--- config.mk ---
export PLATFORM = sky130hd
export DESIGN_NAME = serial_frame_deframer_checksum_top
export DESIGN_NICKNAME = d
export VERILOG_FILES = /design/src/rtl/sfd_pkg.sv /design/src/rtl/serial_frame_deframer_checksum_top.sv /design/src/rtl/sfd_in_reg.sv /design/src/rtl/sfd_core.sv /design/src/rtl/sfd_out_reg.sv
export VERILOG_INCLUDE_DIRS = /design/src /design/src/rtl
export SDC_FILE = /design/constraint.sdc
export NUM_CORES = 1
export LEC_CHECK = 0
export BUFFER_PORTS_ARGS = -buffer_cell sky130_fd_sc_hd__buf_2
export CAP_MARGIN = 5
export CORE_AREA = 3 3 117 119
export CTS_BUF_LIST = sky130_fd_sc_hd__clkbuf_8
export CTS_CLUSTER_SIZE = 10
export DETAILED_ROUTE_END_ITERATION = 12
export DIE_AREA = 0 0 120 122
export GPL_TIMING_DRIVEN = 0
export HOLD_SLACK_MARGIN = 0.03
export PLACE_DENSITY_LB_ADDON = 0.05
export SLEW_MARGIN = 30
export SYNTH_ARGS = -nofsm -noshare
export SYNTH_HDL_FRONTEND = slang
export SYNTH_SLANG_ARGS = --single-unit
--- constraint.sdc ---
create_clock -name clk -period 2.4 [get_ports clk]
set_input_delay 0.12 -clock clk [delete_from_list [all_inputs] [get_ports clk]]
set_output_delay 0.12 -clock clk [all_outputs]
set_load 0.02 [all_outputs]
--- src/rtl/assert_macros.svh ---
// Assertion macros shared by the RTL files that check themselves
`ifndef ASSERT_MACROS_SVH
`define ASSERT_MACROS_SVH

// Check a property at every rising clock edge, skipped while reset is high
`define SFD_ASSERT(label, prop, msg) \
  label: assert property (@(posedge clk) disable iff (rst) prop) else $error(msg);

// Check a property at every rising clock edge, reset included
`define SFD_ASSERT_ALWAYS(label, prop, msg) \
  label: assert property (@(posedge clk) prop) else $error(msg);

`endif

--- src/rtl/sfd_pkg.sv ---
// Shared types and constants of the serial frame deframer
package sfd_pkg;

  localparam int unsigned ByteW   = 8;
  localparam int unsigned SumW    = 16;
  localparam int unsigned StatusW = 2;
  localparam int unsigned TdataW  = 56;

  // Frame status codes
  localparam logic [StatusW-1:0] ST_GOOD     = 2'd0;
  localparam logic [StatusW-1:0] ST_MISMATCH = 2'd1;
  localparam logic [StatusW-1:0] ST_LEN_ERR  = 2'd2;

  // Result kinds
  localparam logic KIND_PAYLOAD = 1'b0;
  localparam logic KIND_END     = 1'b1;

  // Configuration register indexes
  localparam logic CFG_SYNC_FIRST  = 1'b0;
  localparam logic CFG_SYNC_SECOND = 1'b1;

  // Register reset values and frame constants
  localparam logic [ByteW-1:0] SYNC_FIRST_RST  = 8'h55;
  localparam logic [ByteW-1:0] SYNC_SECOND_RST = 8'hAA;
  localparam logic [ByteW-1:0] MIN_LEN         = 8'd2;
  localparam logic [ByteW-1:0] HDR_BYTES       = 8'd3;
  localparam logic [SumW-1:0]  SUM_INVERT      = 16'hFFFF;

  // Parser phases
  typedef enum logic [5:0] {
    PH_HUNT1 = 6'b000001,
    PH_HUNT2 = 6'b000010,
    PH_LEN   = 6'b000100,
    PH_BODY  = 6'b001000,
    PH_CKLO  = 6'b010000,
    PH_CKHI  = 6'b100000
  } sfd_phase_t;

  // Registered input item
  typedef struct packed {
    logic             valid;
    logic [ByteW-1:0] rx_byte;
  } sfd_in_t;

  // One result item
  typedef struct packed {
    logic               kind;
    logic [ByteW-1:0]   data_byte;
    logic [ByteW-1:0]   byte_index;
    logic [ByteW-1:0]   source;
    logic [ByteW-1:0]   command;
    logic [ByteW-1:0]   argument;
    logic [ByteW-1:0]   payload_len;
    logic [StatusW-1:0] status;
    logic               last;
  } sfd_result_t;

endpackage

--- src/rtl/serial_frame_deframer_checksum_top.sv ---
// Path: each accepted byte is captured in the input register, and its result then in the result register.
// Throughput: one byte per cycle; the parser commits one byte whenever the result register
// is empty or being read, so a stalled sink blocks the input once one byte waits behind it.
// Reset (rst, synchronous, active high): hunting for the first preamble byte, preamble
// registers back to 0x55 and 0xAA, both pipeline registers empty.
// Configuration writes are taken in any cycle.
`include "assert_macros.svh"

// Top level of the serial frame deframer with inverted 16-bit sum checksum
module serial_frame_deframer_checksum_top
  import sfd_pkg::*;
(
  input  logic              clk,
  input  logic              rst,
  // Input stream
  input  logic              s_tvalid,
  output logic              s_tready,
  input  logic [ByteW-1:0]  s_tdata,   // [7:0] rx_byte
  // Result stream
  output logic              m_tvalid,
  input  logic              m_tready,
  // [7:0] data_byte, [15:8] byte_index, [23:16] source, [31:24] command,
  // [39:32] argument, [47:40] payload_len, [49:48] status, [55:50] zero
  output logic [TdataW-1:0] m_tdata,
  output logic              m_tuser,   // [0] kind
  output logic              m_tlast,
  // Configuration writes
  input  logic              cfg_valid,
  output logic              cfg_ready,
  input  logic              cfg_index,
  input  logic [ByteW-1:0]  cfg_data
);

  logic [ByteW-1:0] sync_first;
  logic [ByteW-1:0] sync_second;
  sfd_in_t          in_q;
  logic             advance;
  logic             res_valid;
  sfd_result_t      res;
  sfd_result_t      out_q;

  // Preamble registers
  assign cfg_ready = 1'b1;

  always_ff @(posedge clk) begin
    if (rst) begin
      sync_first  <= SYNC_FIRST_RST;
      sync_second <= SYNC_SECOND_RST;
    end else if (cfg_valid && cfg_ready) begin
      case (cfg_index)
        CFG_SYNC_FIRST:  sync_first  <= cfg_data;
        CFG_SYNC_SECOND: sync_second <= cfg_data;
        default: begin
        end
      endcase
    end
  end

  // Move the held byte through the parser when the result register is empty or being read
  assign advance = in_q.valid && (!m_tvalid || m_tready);

  sfd_in_reg u_in_reg (
    .clk      (clk),
    .rst      (rst),
    .s_tvalid (s_tvalid),
    .s_tready (s_tready),
    .s_tdata  (s_tdata),
    .advance  (advance),
    .in_q     (in_q)
  );

  sfd_core u_core (
    .clk         (clk),
    .rst         (rst),
    .in_q        (in_q),
    .advance     (advance),
    .sync_first  (sync_first),
    .sync_second (sync_second),
    .res_valid   (res_valid),
    .res         (res)
  );

  sfd_out_reg u_out_reg (
    .clk       (clk),
    .rst       (rst),
    .advance   (advance),
    .res_valid (res_valid),
    .res       (res),
    .m_tready  (m_tready),
    .out_valid (m_tvalid),
    .out_q     (out_q)
  );

  // Pack the result item
  assign m_tdata = {6'd0, out_q.status, out_q.payload_len, out_q.argument,
                    out_q.command, out_q.source, out_q.byte_index, out_q.data_byte};
  assign m_tuser = out_q.kind;
  assign m_tlast = out_q.last;

  // End-of-frame results and only those carry tlast
  `SFD_ASSERT(a_last_on_end, m_tvalid |-> (m_tuser == m_tlast), "tlast does not match kind")
  // Payload results carry no status or header
  `SFD_ASSERT(a_payload_clean, (m_tvalid && !m_tuser) |-> (m_tdata[49:16] == 34'd0), "payload result has header bits")
  // A length error carries no header
  `SFD_ASSERT(a_len_err_clean, (m_tvalid && m_tuser && (m_tdata[49:48] == ST_LEN_ERR)) |-> (m_tdata[47:0] == 48'd0), "length error result has data")
  // A held byte that cannot move keeps its value
  `SFD_ASSERT(a_in_hold, (in_q.valid && !advance) |=> (in_q.valid && $stable(in_q.rx_byte)), "stalled input byte changed")

endmodule

--- src/rtl/sfd_in_reg.sv ---
// Input register stage: captures each accepted byte
module sfd_in_reg
  import sfd_pkg::*;
(
  input  logic             clk,
  input  logic             rst,
  input  logic             s_tvalid,
  output logic             s_tready,
  input  logic [ByteW-1:0] s_tdata,  // [7:0] rx_byte
  input  logic             advance,
  output sfd_in_t          in_q
);

  // Take a new item when empty or when the held one moves on this cycle
  assign s_tready = !in_q.valid || advance;

  always_ff @(posedge clk) begin
    if (rst) begin
      in_q.valid   <= 1'b0;
      in_q.rx_byte <= '0;
    end else if (s_tvalid && s_tready) begin
      in_q.valid   <= 1'b1;
      in_q.rx_byte <= s_tdata;
    end else if (advance) begin
      in_q.valid <= 1'b0;
    end
  end

endmodule

--- src/rtl/sfd_core.sv ---
// Frame parser: phase tracking, header capture, checksum and result forming
module sfd_core
  import sfd_pkg::*;
(
  input  logic             clk,
  input  logic             rst,
  input  sfd_in_t          in_q,
  input  logic             advance,
  input  logic [ByteW-1:0] sync_first,
  input  logic [ByteW-1:0] sync_second,
  output logic             res_valid,
  output sfd_result_t      res
);

  sfd_phase_t       phase, phase_next;
  logic [ByteW-1:0] frame_length, frame_length_next;
  logic [ByteW-1:0] body_count, body_count_next;
  logic [SumW-1:0]  running_sum, running_sum_next;
  logic [ByteW-1:0] held_source, held_source_next;
  logic [ByteW-1:0] held_command, held_command_next;
  logic [ByteW-1:0] held_argument, held_argument_next;
  logic [ByteW-1:0] checksum_low, checksum_low_next;
  logic [ByteW-1:0] b;
  logic [SumW-1:0]  sum_add;
  logic [SumW-1:0]  got_sum;

  assign b       = in_q.rx_byte;
  assign sum_add = running_sum + {{(SumW-ByteW){1'b0}}, b};
  assign got_sum = {b, checksum_low};

  // Work out the next state and any result for the held byte
  always_comb begin
    phase_next         = phase;
    frame_length_next  = frame_length;
    body_count_next    = body_count;
    running_sum_next   = running_sum;
    held_source_next   = held_source;
    held_command_next  = held_command;
    held_argument_next = held_argument;
    checksum_low_next  = checksum_low;
    res_valid          = 1'b0;
    res                = '0;
    case (phase)
      PH_HUNT2: begin
        phase_next = (b == sync_second) ? PH_LEN : PH_HUNT1;
      end
      PH_LEN: begin
        if (b < MIN_LEN) begin
          // Short length ends the frame at once
          phase_next = PH_HUNT1;
          res_valid  = 1'b1;
          res.kind   = KIND_END;
          res.status = ST_LEN_ERR;
          res.last   = 1'b1;
        end else begin
          frame_length_next = b;
          body_count_next   = '0;
          running_sum_next  = {{(SumW-ByteW){1'b0}}, b};
          phase_next        = PH_BODY;
        end
      end
      PH_BODY: begin
        running_sum_next = sum_add;
        if (body_count == 8'd0) begin
          held_source_next = b;
        end else if (body_count == 8'd1) begin
          held_command_next = b;
        end else if (body_count == 8'd2) begin
          held_argument_next = b;
        end else begin
          res_valid      = 1'b1;
          res.kind       = KIND_PAYLOAD;
          res.data_byte  = b;
          res.byte_index = body_count - HDR_BYTES;
        end
        if (body_count == frame_length) begin
          phase_next = PH_CKLO;
        end else begin
          body_count_next = body_count + 8'd1;
        end
      end
      PH_CKLO: begin
        checksum_low_next = b;
        phase_next        = PH_CKHI;
      end
      PH_CKHI: begin
        phase_next      = PH_HUNT1;
        res_valid       = 1'b1;
        res.kind        = KIND_END;
        res.source      = held_source;
        res.command     = held_command;
        res.argument    = held_argument;
        res.payload_len = frame_length - MIN_LEN;
        res.status      = (got_sum == (SUM_INVERT ^ running_sum)) ? ST_GOOD : ST_MISMATCH;
        res.last        = 1'b1;
      end
      default: begin
        // Hunt for the first preamble byte
        phase_next = (b == sync_first) ? PH_HUNT2 : PH_HUNT1;
      end
    endcase
  end

  // Commit the state when the held byte moves on
  always_ff @(posedge clk) begin
    if (rst) begin
      phase         <= PH_HUNT1;
      frame_length  <= '0;
      body_count    <= '0;
      running_sum   <= '0;
      held_source   <= '0;
      held_command  <= '0;
      held_argument <= '0;
      checksum_low  <= '0;
    end else if (advance) begin
      phase         <= phase_next;
      frame_length  <= frame_length_next;
      body_count    <= body_count_next;
      running_sum   <= running_sum_next;
      held_source   <= held_source_next;
      held_command  <= held_command_next;
      held_argument <= held_argument_next;
      checksum_low  <= checksum_low_next;
    end
  end

endmodule

--- src/rtl/sfd_out_reg.sv ---
// Result register: holds one result item until the sink takes it
module sfd_out_reg
  import sfd_pkg::*;
(
  input  logic        clk,
  input  logic        rst,
  input  logic        advance,
  input  logic        res_valid,
  input  sfd_result_t res,
  input  logic        m_tready,
  output logic        out_valid,
  output sfd_result_t out_q
);

  // Load on advance, drop once taken
  always_ff @(posedge clk) begin
    if (rst) begin
      out_valid <= 1'b0;
    end else if (advance) begin
      out_valid <= res_valid;
    end else if (m_tready) begin
      out_valid <= 1'b0;
    end
  end

  // Payload needs no reset
  always_ff @(posedge clk) begin
    if (advance) begin
      out_q <= res;
    end
  end

endmodule
After elaboration in Yosys (flattened, before gate mapping)

Index checks and enable logic that the tools add are counted.

Register bits: 148
Bits of input ports: 22
Word-level logic and storage cells: 94

$add $sub $neg: 4
Magnitude comparators: 1
Eq/ne operators: 14
Muxes and demuxes: 26
Bitwise operators: 6
Reductions and logical operators: 21

Operators with widths:

| kind                  | count |
|---|---|
| $mux W17              | 2 |
| $mux W16              | 2 |
| $pmux W16 S2          | 1 |
| $pmux W6 S5           | 1 |
| $eq A8 B8 Y1          | 3 |
| $add A16 B8 Y16       | 1 |
| $eq A16 B16 Y1        | 1 |
| $mux W8               | 2 |
| $not A16 Y16          | 1 |
| $pmux W8 S2           | 1 |
| $sub A8 B2 Y8 const B | 2 |
| $mux W1               | 9 |
| $reduce_and A3 Y1     | 3 |
| $add A8 B1 Y8 const B | 1 |
| $eq A8 B1 Y1 const B  | 1 |
| $eq A8 B2 Y1 const B  | 1 |
| $logic_not A8 Y1      | 1 |
| $lt A8 B2 Y1 const B  | 1 |
| $reduce_and A2 Y1     | 4 |
| $reduce_and A4 Y1     | 2 |
| $eq A6 B2 Y1 const B  | 1 |
| $eq A6 B3 Y1 const B  | 1 |
| $eq A6 B4 Y1 const B  | 1 |
| $eq A6 B5 Y1 const B  | 1 |
| other kinds (16)      | 28 |

Depth between registers and ports, before layout

Gate-level depths: netlist (run 1).

Depth after elaboration: 6
Gate-level depth with buffers: 8

Modules after synthesis

A second synthesis (run 1) with hierarchy kept.

Cell total of the unflattened synthesis: 713
Area, all modules: 7114.3 um^2

By module, submodules not included:

| module                             | times used | cells an instance | area each (um^2) | seq. area each (um^2) |
|---|---|---|---|---|
| sfd_core                           | 1          | 538               | 4319.1           | 1401.3 |
| sfd_out_reg                        | 1          | 56                | 1599.0           | 1581.5 |
| serial_frame_deframer_checksum_top | 1          | 78                | 754.5            | 320.3 |
| sfd_in_reg                         | 1          | 41                | 441.7            | 180.2 |

Least setup slack after synthesis (run 1)

Ideal clock, no wire load.

Kind: register to register
From: register u_out_reg.out_valid
To: register u_out_reg.out_q[10] (netlist name)
Setup time: 0.435 ns
Arrival time: 2.343 ns
Data required time: 1.965 ns
Path slack: -0.378 ns
Stages on the path, launching flop included: 5
Path through: dfxtp_1 > nand2b_1 > nand2_1 > clkinv_1 > clkbuf_1

Word-level cells in the longest chain between the ends: 3

RTL lines:

| what                   | RTL line                                 | RTL |
|---|---|---|
| start, declared        | sfd_out_reg.sv:11                        | `output logic out_valid,` |
| start signal, assigned | sfd_out_reg.sv:20                        | `out_valid <= res_valid;` |
| $logic_not A1 Y1       | serial_frame_deframer_checksum_top.sv:60 | `assign advance = in_q.valid && (!m_tvalid \|\| m_tready);` |
| $logic_or A1 B1 Y1     | serial_frame_deframer_checksum_top.sv:60 |  |
| $logic_and A1 B1 Y1    | serial_frame_deframer_checksum_top.sv:60 |  |
| via advance            | serial_frame_deframer_checksum_top.sv:37 | `logic advance;` |

The timed path passes the listed nets, and every way through them passes these cells.
A chain may end at the register's enable or synchronous reset.

Worst setup path in the final report (run 1)

From: register u_core.phase[5]
To: register u_core.body_count[1]

Word-level cells in the longest chain between the ends: 3
Elaborated cells on any way between the ends: 7
Classes of those cells: eq/ne: 4; mux: 1; reduce/logical: 2

RTL lines:

| what                                                                | RTL line        | RTL |
|---|---|---|
| start, declared                                                     | sfd_core.sv:15  | `sfd_phase_t phase, phase_next;` |
| start signal, assigned                                              | sfd_core.sv:116 | `phase <= phase_next;` |
| $eq A6 B4 Y1 or $eq A6 B3 Y1 (tied branches)                        | sfd_core.sv:43  | `case (phase)` |
| $ne A2 B2 Y1 (no source line) or $reduce_bool A2 Y1 (tied branches) | n/a             |  |
| $reduce_and A4 Y1 (no source line)                                  | n/a             |  |
| end signal, assigned                                                | sfd_core.sv:118 | `body_count <= body_count_next;` |
| end, declared                                                       | sfd_core.sv:17  | `logic [ByteW-1:0] body_count, body_count_next;` |

Several ways; a longest one is shown, not always the timed one.

==> results of run 1 <==
## worst max-delay path: cells and delay by family (launching register included)
kind | cells | cell delay, ns
and+or+nand+nor | 3 | 0.95
AOI/OAI and AO/OA | 3 | 0.58
buffers and inverters | 2 | 0.32
DFF | 1 | 0.31
## timing repair
item	4_1_cts	5_1_grt
pin swaps	0	2
endpoints found under the hold margin	25	0
hold buffers	17	0
resized for setup	3	11
setup endpoints to repair	11	45
buffers inserted	0	2
## Yosys cell counts, drive strengths merged (2+ instances only)
| library cell | number | area share [%] |
|---|---|---|
| nand2 | 72 | 3.9 |
| nor3 | 17 | 1.2 |
| and3 | 20 | 1.8 |
| nor3b | 5 | 0.68 |
| o21a | 3 | 0.32 |
| ha | 13 | 2.3 |
| conb | 2 | 0.11 |
| a21oi | 49 | 3.6 |
| dfxtp | 96 | 28 |
| a311oi | 5 | 0.63 |
| nand2b | 5 | 0.45 |
| o211ai | 3 | 0.32 |
| a211oi | 10 | 1.2 |
| clkbuf | 30 | 1.6 |
| inv | 8 | 0.43 |
| or3 | 6 | 0.54 |
| edfxtp | 51 | 22 |
| o31ai | 2 | 0.22 |
| a211o | 4 | 0.50 |
| o21ai | 14 | 1.1 |
| nor2b | 3 | 0.27 |
| a21o | 5 | 0.54 |
| mux2i | 27 | 3.9 |
| buf | 24 | 2.4 |
| and2 | 27 | 2.4 |
| nand3b | 5 | 0.54 |
| nor2 | 74 | 4.2 |
| xnor2 | 27 | 3.4 |
| or4 | 3 | 0.38 |
| nor4 | 9 | 0.90 |
| nand4 | 11 | 0.99 |
| o2111ai | 2 | 0.50 |
| xor2 | 37 | 4.7 |
| nand3 | 33 | 2.6 |
## report_power, final
group / switching (mW) / leakage [nW] / internal (mW)
clock: 0.923 / 0.200 / 1.02
combinational: 0.223 / 2.04 / 0.123
sequential: 0.0319 / 1.29 / 2.61
## area by class of cell
type	instances	area, µm²
clock inverter	15	166
inverter	9	33.8
sequential	147	3450
multi-input combinational	510	3250
tap	172	215
timing repair buffer	93	556
clock buffer	17	234
buffer	54	285
fill	1036	4480
## metrics by stage
step,worst slack [ns],instance area (µm²),power (mW)
5_1_grt,0.000716,8190,5.09
3_3_place_gp,0.0102,7550,3.01
2_1_floorplan,0.254,6970,2.91
6_report,0.104,8190,4.93
4_1_cts,0.00920,8140,4.95
3_5_place_dp,-0.0256,7550,3.02
## per-layer routing
metal | up-vias | wire length (µm) | global-route usage, %
met3 | 43 | 968 | 4.27
li1 | 2723 | - | -
met2 | 204 | 7970 | 37.9
met5 | - | 0 | 0
met4 | 0 | 513 | 10.7
met1 | 2604 | 7380 | 31.2
## logic make-up (layout without fill, tap and decap cells)
| kind of cell | Yosys count | count (layout) | share of synthesized area [%] |
|---|---|---|---|
| flops | 147 | 147 | 49.7 |
| buf+inv | 63 | 188 | 4.50 |
| fa+ha+maj | 14 | 14 | 2.63 |
| simple gates | 295 | 295 | 21.5 |
| xor+xnor | 64 | 64 | 8.07 |
| compound gates | 103 | 103 | 9.55 |
| mux | 27 | 27 | 3.89 |
| other cells | 2 | 7 | 0.108 |
## final timing paths
check / end / startpoint
min: u_in_reg.in_q[2] / s_tvalid
max: u_core.body_count[1] / u_core.phase[5]
max reg2reg: u_core.body_count[1] / u_core.phase[5]
min reg2reg: u_core.held_source[5] / u_core.held_source[5]
## flip-flops by register name, indices dropped and copies added (netlist names)
name and count:
u_out_reg.out_q 51, u_out_reg.out_valid 1, u_core.checksum_low 8, u_core.held_source 8, u_core.body_count 8, u_core.phase 6
u_in_reg.in_q 9, u_core.frame_length 8, sync_first 8, sync_second 8, u_core.held_argument 8, u_core.held_command 8
u_core.running_sum 16
==> impl_metrics.py, run 1 <==
metrics = {
    "synth": {
        "synth_area_um2": 6950,
        "synth_edf_count": 51,
        "netlist-cell-type-count": 61,
        "netlist_instances": 715,
        "syn-mean-instance-area_um2": 9.71,
        "yosys_warning_count": 0,
        "postSynth.topFlopCell": "sky130_fd_sc_hd__dfxtp_1",
        "ys_seq_area_share_pct": 49.7,
        "ys_async_sr_fraction_pct": 0,
        "ys_seq_elements": 147,
    },
    "floorplan": {
        "floorplan.core_area_um2": 12700,
        "placementRows": 41,
        "start_util_pct": 54.8,
        "floorplan.io_pins": 83,
        "die_area_um2": 14600,
        "die_w_um": 120,
        "die-height_um": 122,
    },
    "worst_setup_path": {
        "reg2regPathDepth": 8,
        "end_kind": "flip-flop",
        "worst-setup-path-type": "reg -> reg",
        "critical_path_peak_fanout": 10,
        "worst_path_largest_cell_delay_ns": 0.58,
        "crit_slowest_cell": "sky130_fd_sc_hd__or4_4",
        "worst-endpoint-arrival_ns": 2.62,
        "timing.reg2reg.setup_slack_ns": 0.10,
        "cp-start-kind": "flip-flop",
        "worstPathRequired_ns": 2.72,
        "crit_path_cell_trace": "buf_6 > or4_4 > nor3b_4 > o21a_2 > buf_4 > o21ai_0 > a22oi_1 > nor2_1",
    },
    "drt": {
        "remaining_drc_errors": 0,
        "vias_per_cell": 5.48,
        "avgRoutedWirePerCell_um": 16.5,
        "first_iter_violations": 333,
        "detailroute.via_count": 5574,
        "drt-total-wl_mm": 16.8,
        "drt_first_pass_iters": 7,
        "ant_nets": 0,
    },
    "placed_design": {
        "place_hpwl_mm": 11.6,
        "place_inst": 966,
        "portBuffers": 74,
        "finalWeightedCongestion": 0.895,
    },
    "hold_path": {
        "timing.hold.worst.class": "in -> reg",
        "hold_path_depth": 3,
    },
    "clocking": {
        "clock_sinks": 147,
        "cts.root.buffer_cell": "sky130_fd_sc_hd__clkbuf_8",
        "cts_max_level": 4,
        "clock_path_buffers": 2,
        "cts.clk_slew.worst_paths_ns": 0.08,
        "cts_tree": "built",
        "number_of_buffers_created_by_cts": 17,
        "clock_insertion_delay_worst_skew_ns": 0.45,
    },
    "timing": {
        "final.setup.tns_ns": 0,
        "timing.max_slew.rel_slack_pct": 40.0,
        "timing_max_transition_violations_final": 0,
        "final.setup_skew_ns": 0.0119,
        "top_achievable_clock_speed_mhz": 435,
        "rsz0062_at_grt": "no",
        "report.final.hold_viol_count": 0,
        "hold-worst-slack_ns": 0.103,
        "worst_pin_slew_ns": 0.900,
        "finalWorstPathRequiredPeriod_ns": 2.30,
        "setup_viol_count_final": 0,
        "fin_crit_sh_pct": 95.7,
    },
    "finish": {
        "layout_common_cells": "sky130_fd_sc_hd__dfxtp_1 (96), sky130_fd_sc_hd__buf_2 (78), sky130_fd_sc_hd__nor2_1 (73)",
        "area_overhead_vs_synth_pct": 18.0,
        "post_layout_nonfiller_instances": 1017,
        "final_nets": 868,
        "postLayoutCoreUtil_pct": 64.7,
        "insertedDiodeCount": 0,
        "most_common_cell_after_layout_fill_and_taps_aside": "sky130_fd_sc_hd__dfxtp_1",
        "final_layout_size_suffix_gt1_share_pct": 17.4,
    },
    "global_route": {
        "grt_first_pass_wirelength_mm": 26.6,
        "grt_remaining_overflow": 0,
        "vias_in_the_first_global_route": 5185,
        "grt_max_degree": 61,
        "grt.total_usage_pct": 23.6,
        "grt_antenna_before_repair": 0,
    },
    "power": {
        "total_leakage_power_nw": 3.53,
        "powerDensity_nw_per_um2": 602,
        "peakVddDrop_v": 0.000310,
    },
    "outcome": {
        "run_status": "finished, final reports clean",
    },
    "flow_run": {
        "cap_viol_max_count": 0,
    },
}
No activity file was read; power rests on OpenSTA's default activity.
==> run 2: changes to the inputs <==
==> constraint.sdc (replaced) <==
create_clock -name clk -period 2.25 [get_ports clk]
set_input_delay 0.1125 -clock clk [delete_from_list [all_inputs] [get_ports clk]]
set_output_delay 0.1125 -clock clk [all_outputs]
set_load 0.02 [all_outputs]
==> impl_metrics.py, run 2 (same netlist as run 1, synthesis figures left out) <==
metrics = {
    "worst_setup_path": {
        "worst-endpoint-arrival_ns": 2.53,
        "worst_setup_path_startpoint": "u_in_reg.in_q[5]",
        "critical_path_peak_fanout": 10,
        "worst-setup-path-type": "reg -> reg",
        "timing.reg2reg.setup_slack_ns": 0.06,
        "cp-start-kind": "flip-flop",
        "worstReg2RegStart": "u_in_reg.in_q[5]",
        "reg2reg_to": "u_core.phase[0]",
        "reg2regPathDepth": 6,
        "end_kind": "flip-flop",
        "worstPathRequired_ns": 2.60,
    },
    "finish": {
        "layout_common_cells": "sky130_fd_sc_hd__dfxtp_1 (94), sky130_fd_sc_hd__buf_2 (78), sky130_fd_sc_hd__nor2_1 (73)",
        "final_nets": 869,
        "regMostFlops": "u_out_reg.out_q",
        "largest_register_ffs": 51,
        "reg_top3": "u_out_reg.out_q (51), u_core.running_sum (16), u_in_reg.in_q (9)",
        "final_layout_size_suffix_gt1_share_pct": 19.6,
        "insertedDiodeCount": 0,
        "area_overhead_vs_synth_pct": 19.1,
        "most_common_cell_after_layout_fill_and_taps_aside": "sky130_fd_sc_hd__dfxtp_1",
    },
    "timing": {
        "hold-worst-slack_ns": 0.0801,
        "top_achievable_clock_speed_mhz": 457,
        "final.setup_skew_ns": 0.0124,
        "final.setup.tns_ns": 0,
        "setup_viol_count_final": 0,
        "timing_max_transition_violations_final": 0,
        "report.final.hold_viol_count": 0,
        "finalWorstPathRequiredPeriod_ns": 2.19,
        "fin_crit_sh_pct": 97.2,
        "rsz0062_at_grt": "yes",
        "worst_pin_slew_ns": 0.867,
        "timing.max_slew.rel_slack_pct": 42.2,
    },
    "floorplan": {
        "die-height_um": 122,
        "floorplan.core_area_um2": 12700,
        "placementRows": 41,
        "die_w_um": 120,
        "start_util_pct": 54.8,
        "die_area_um2": 14600,
        "floorplan.io_pins": 83,
    },
    "drt": {
        "wl_met2_mm": 7.96,
        "remaining_drc_errors": 0,
        "drt-total-wl_mm": 16.9,
        "ant_nets": 0,
        "dr_wl_met3_mm": 1.04,
        "avgRoutedWirePerCell_um": 16.6,
        "detailroute.via_count": 5635,
        "wl_met1_mm": 7.33,
        "vias_per_cell": 5.54,
        "first_iter_violations": 293,
        "drt_first_pass_iters": 5,
        "route.top_layer_used": "met4",
    },
    "global_route": {
        "grt.total_usage_pct": 23.6,
        "grt_antenna_before_repair": 0,
        "vias_in_the_first_global_route": 5198,
        "grt_first_pass_wirelength_mm": 26.7,
        "grt_remaining_overflow": 0,
        "grt_max_degree": 61,
    },
    "placed_design": {
        "place_hpwl_mm": 11.6,
        "portBuffers": 74,
        "finalWeightedCongestion": 0.895,
    },
    "power": {
        "peakVddDrop_v": 0.000355,
        "powerDensity_nw_per_um2": 636,
        "total_leakage_power_nw": 3.57,
    },
    "clocking": {
        "cts.root.buffer_cell": "sky130_fd_sc_hd__clkbuf_8",
        "clock_path_buffers": 2,
        "number_of_buffers_created_by_cts": 17,
        "cts_max_level": 4,
        "clock_sinks": 147,
        "cts_tree": "built",
        "clock_insertion_delay_worst_skew_ns": 0.45,
        "cts.clk_slew.worst_paths_ns": 0.08,
    },
    "flow_run": {
        "cap_viol_max_count": 0,
    },
    "hold_path": {
        "timing.hold.worst.class": "in -> reg",
        "worst_hold_startpoint": "s_tvalid",
        "hold_path_depth": 3,
        "min_delay_worst_endpoint": "u_in_reg.in_q[2]",
    },
    "outcome": {
        "run_status": "finished, final reports clean",
    },
}
## run 2: cell types whose count changed in the layout (fill, tap and decap cells not counted), moves of 2 or more
cell and delta:
sky130_fd_sc_hd__buf_1 -3, sky130_fd_sc_hd__buf_4 +7, sky130_fd_sc_hd__clkbuf_1 -4, sky130_fd_sc_hd__clkbuf_2 +2, sky130_fd_sc_hd__dfxtp_1 -2, sky130_fd_sc_hd__nand2_1 -2, sky130_fd_sc_hd__nand2_2 +2, sky130_fd_sc_hd__nor3b_1 -2
sky130_fd_sc_hd__nor3b_2 +2, sky130_fd_sc_hd__nor4_1 -2, sky130_fd_sc_hd__nor4_2 +2
## run 2: per-layer routing
metal  vias to the layer above  track usage (%)
met2                       213             38.1
met3                        46             4.22
met5                         -                0
met1                      2646             31.2
met4                         0             10.7
li1                       2730                -
## run 2: worst max-delay path by stage
stage	slack (ns)	cells past startpoint	end
finish	0.06	6	u_core.phase[0]
global route	-0.01	8	u_core.held_command[0]
CTS	0.006	8	u_core.body_count[2]
detailed placement	-0.18	7	u_out_reg.out_valid
global placement	-0.14	7	u_core.phase[0]
floorplan	0.10	8	u_core.held_argument[7]
## run 2: final cells by class
cell class              count  area (µm²)
plain buffers              49         273
clock buffers              17         234
clock inverters            15         166
fillers                  1019        4400
inverters                   9        33.8
multi-input cells         510        3290
flip-flops and latches    147        3460
well taps                 172         215
repair buffers             99         601
## run 2: timing repair
item / in CTS / in global routing
pin swaps: 3 / 8
resized for setup: 15 / 19
endpoints found under the setup margin: 60 / 63
gates cloned: 0 / 0
hold buffers: 17 / 0
setup buffers: 2 / 6
endpoints found under the hold margin: 25 / 0
## run 2: stage by stage
step,cell area (µm²),std cells,power (mW),util [%],setup WS (ns)
final,8270,1018,5.26,65.3,0.0634
after global routing,8270,1018,5.43,65.3,-0.0132
after CTS,8200,1017,5.29,64.7,0.00593
after detailed placement,7550,966,3.22,59.6,-0.176
after global placement,7550,966,3.21,59.6,-0.140
after floorplan,6970,720,3.10,-,0.104
## run 2: where the power goes
part	leakage, nW	total, mW	internal [mW]	switching (mW)
registers	1.29	2.83	2.79	0.0369
clock network	0.200	2.07	1.08	0.984
logic	2.08	0.367	0.132	0.235
total	3.57	5.26	4.00	1.26
## run 2: worst max-delay path, cell delays in order, from the launching register on
cell and delay, ns:
sky130_fd_sc_hd__dfxtp_1 0.47, sky130_fd_sc_hd__buf_1 0.68, sky130_fd_sc_hd__xnor2_1 0.19, sky130_fd_sc_hd__nand4_1 0.10
sky130_fd_sc_hd__nor3_1 0.21, sky130_fd_sc_hd__o21ai_0 0.13, sky130_fd_sc_hd__a221o_1 0.30
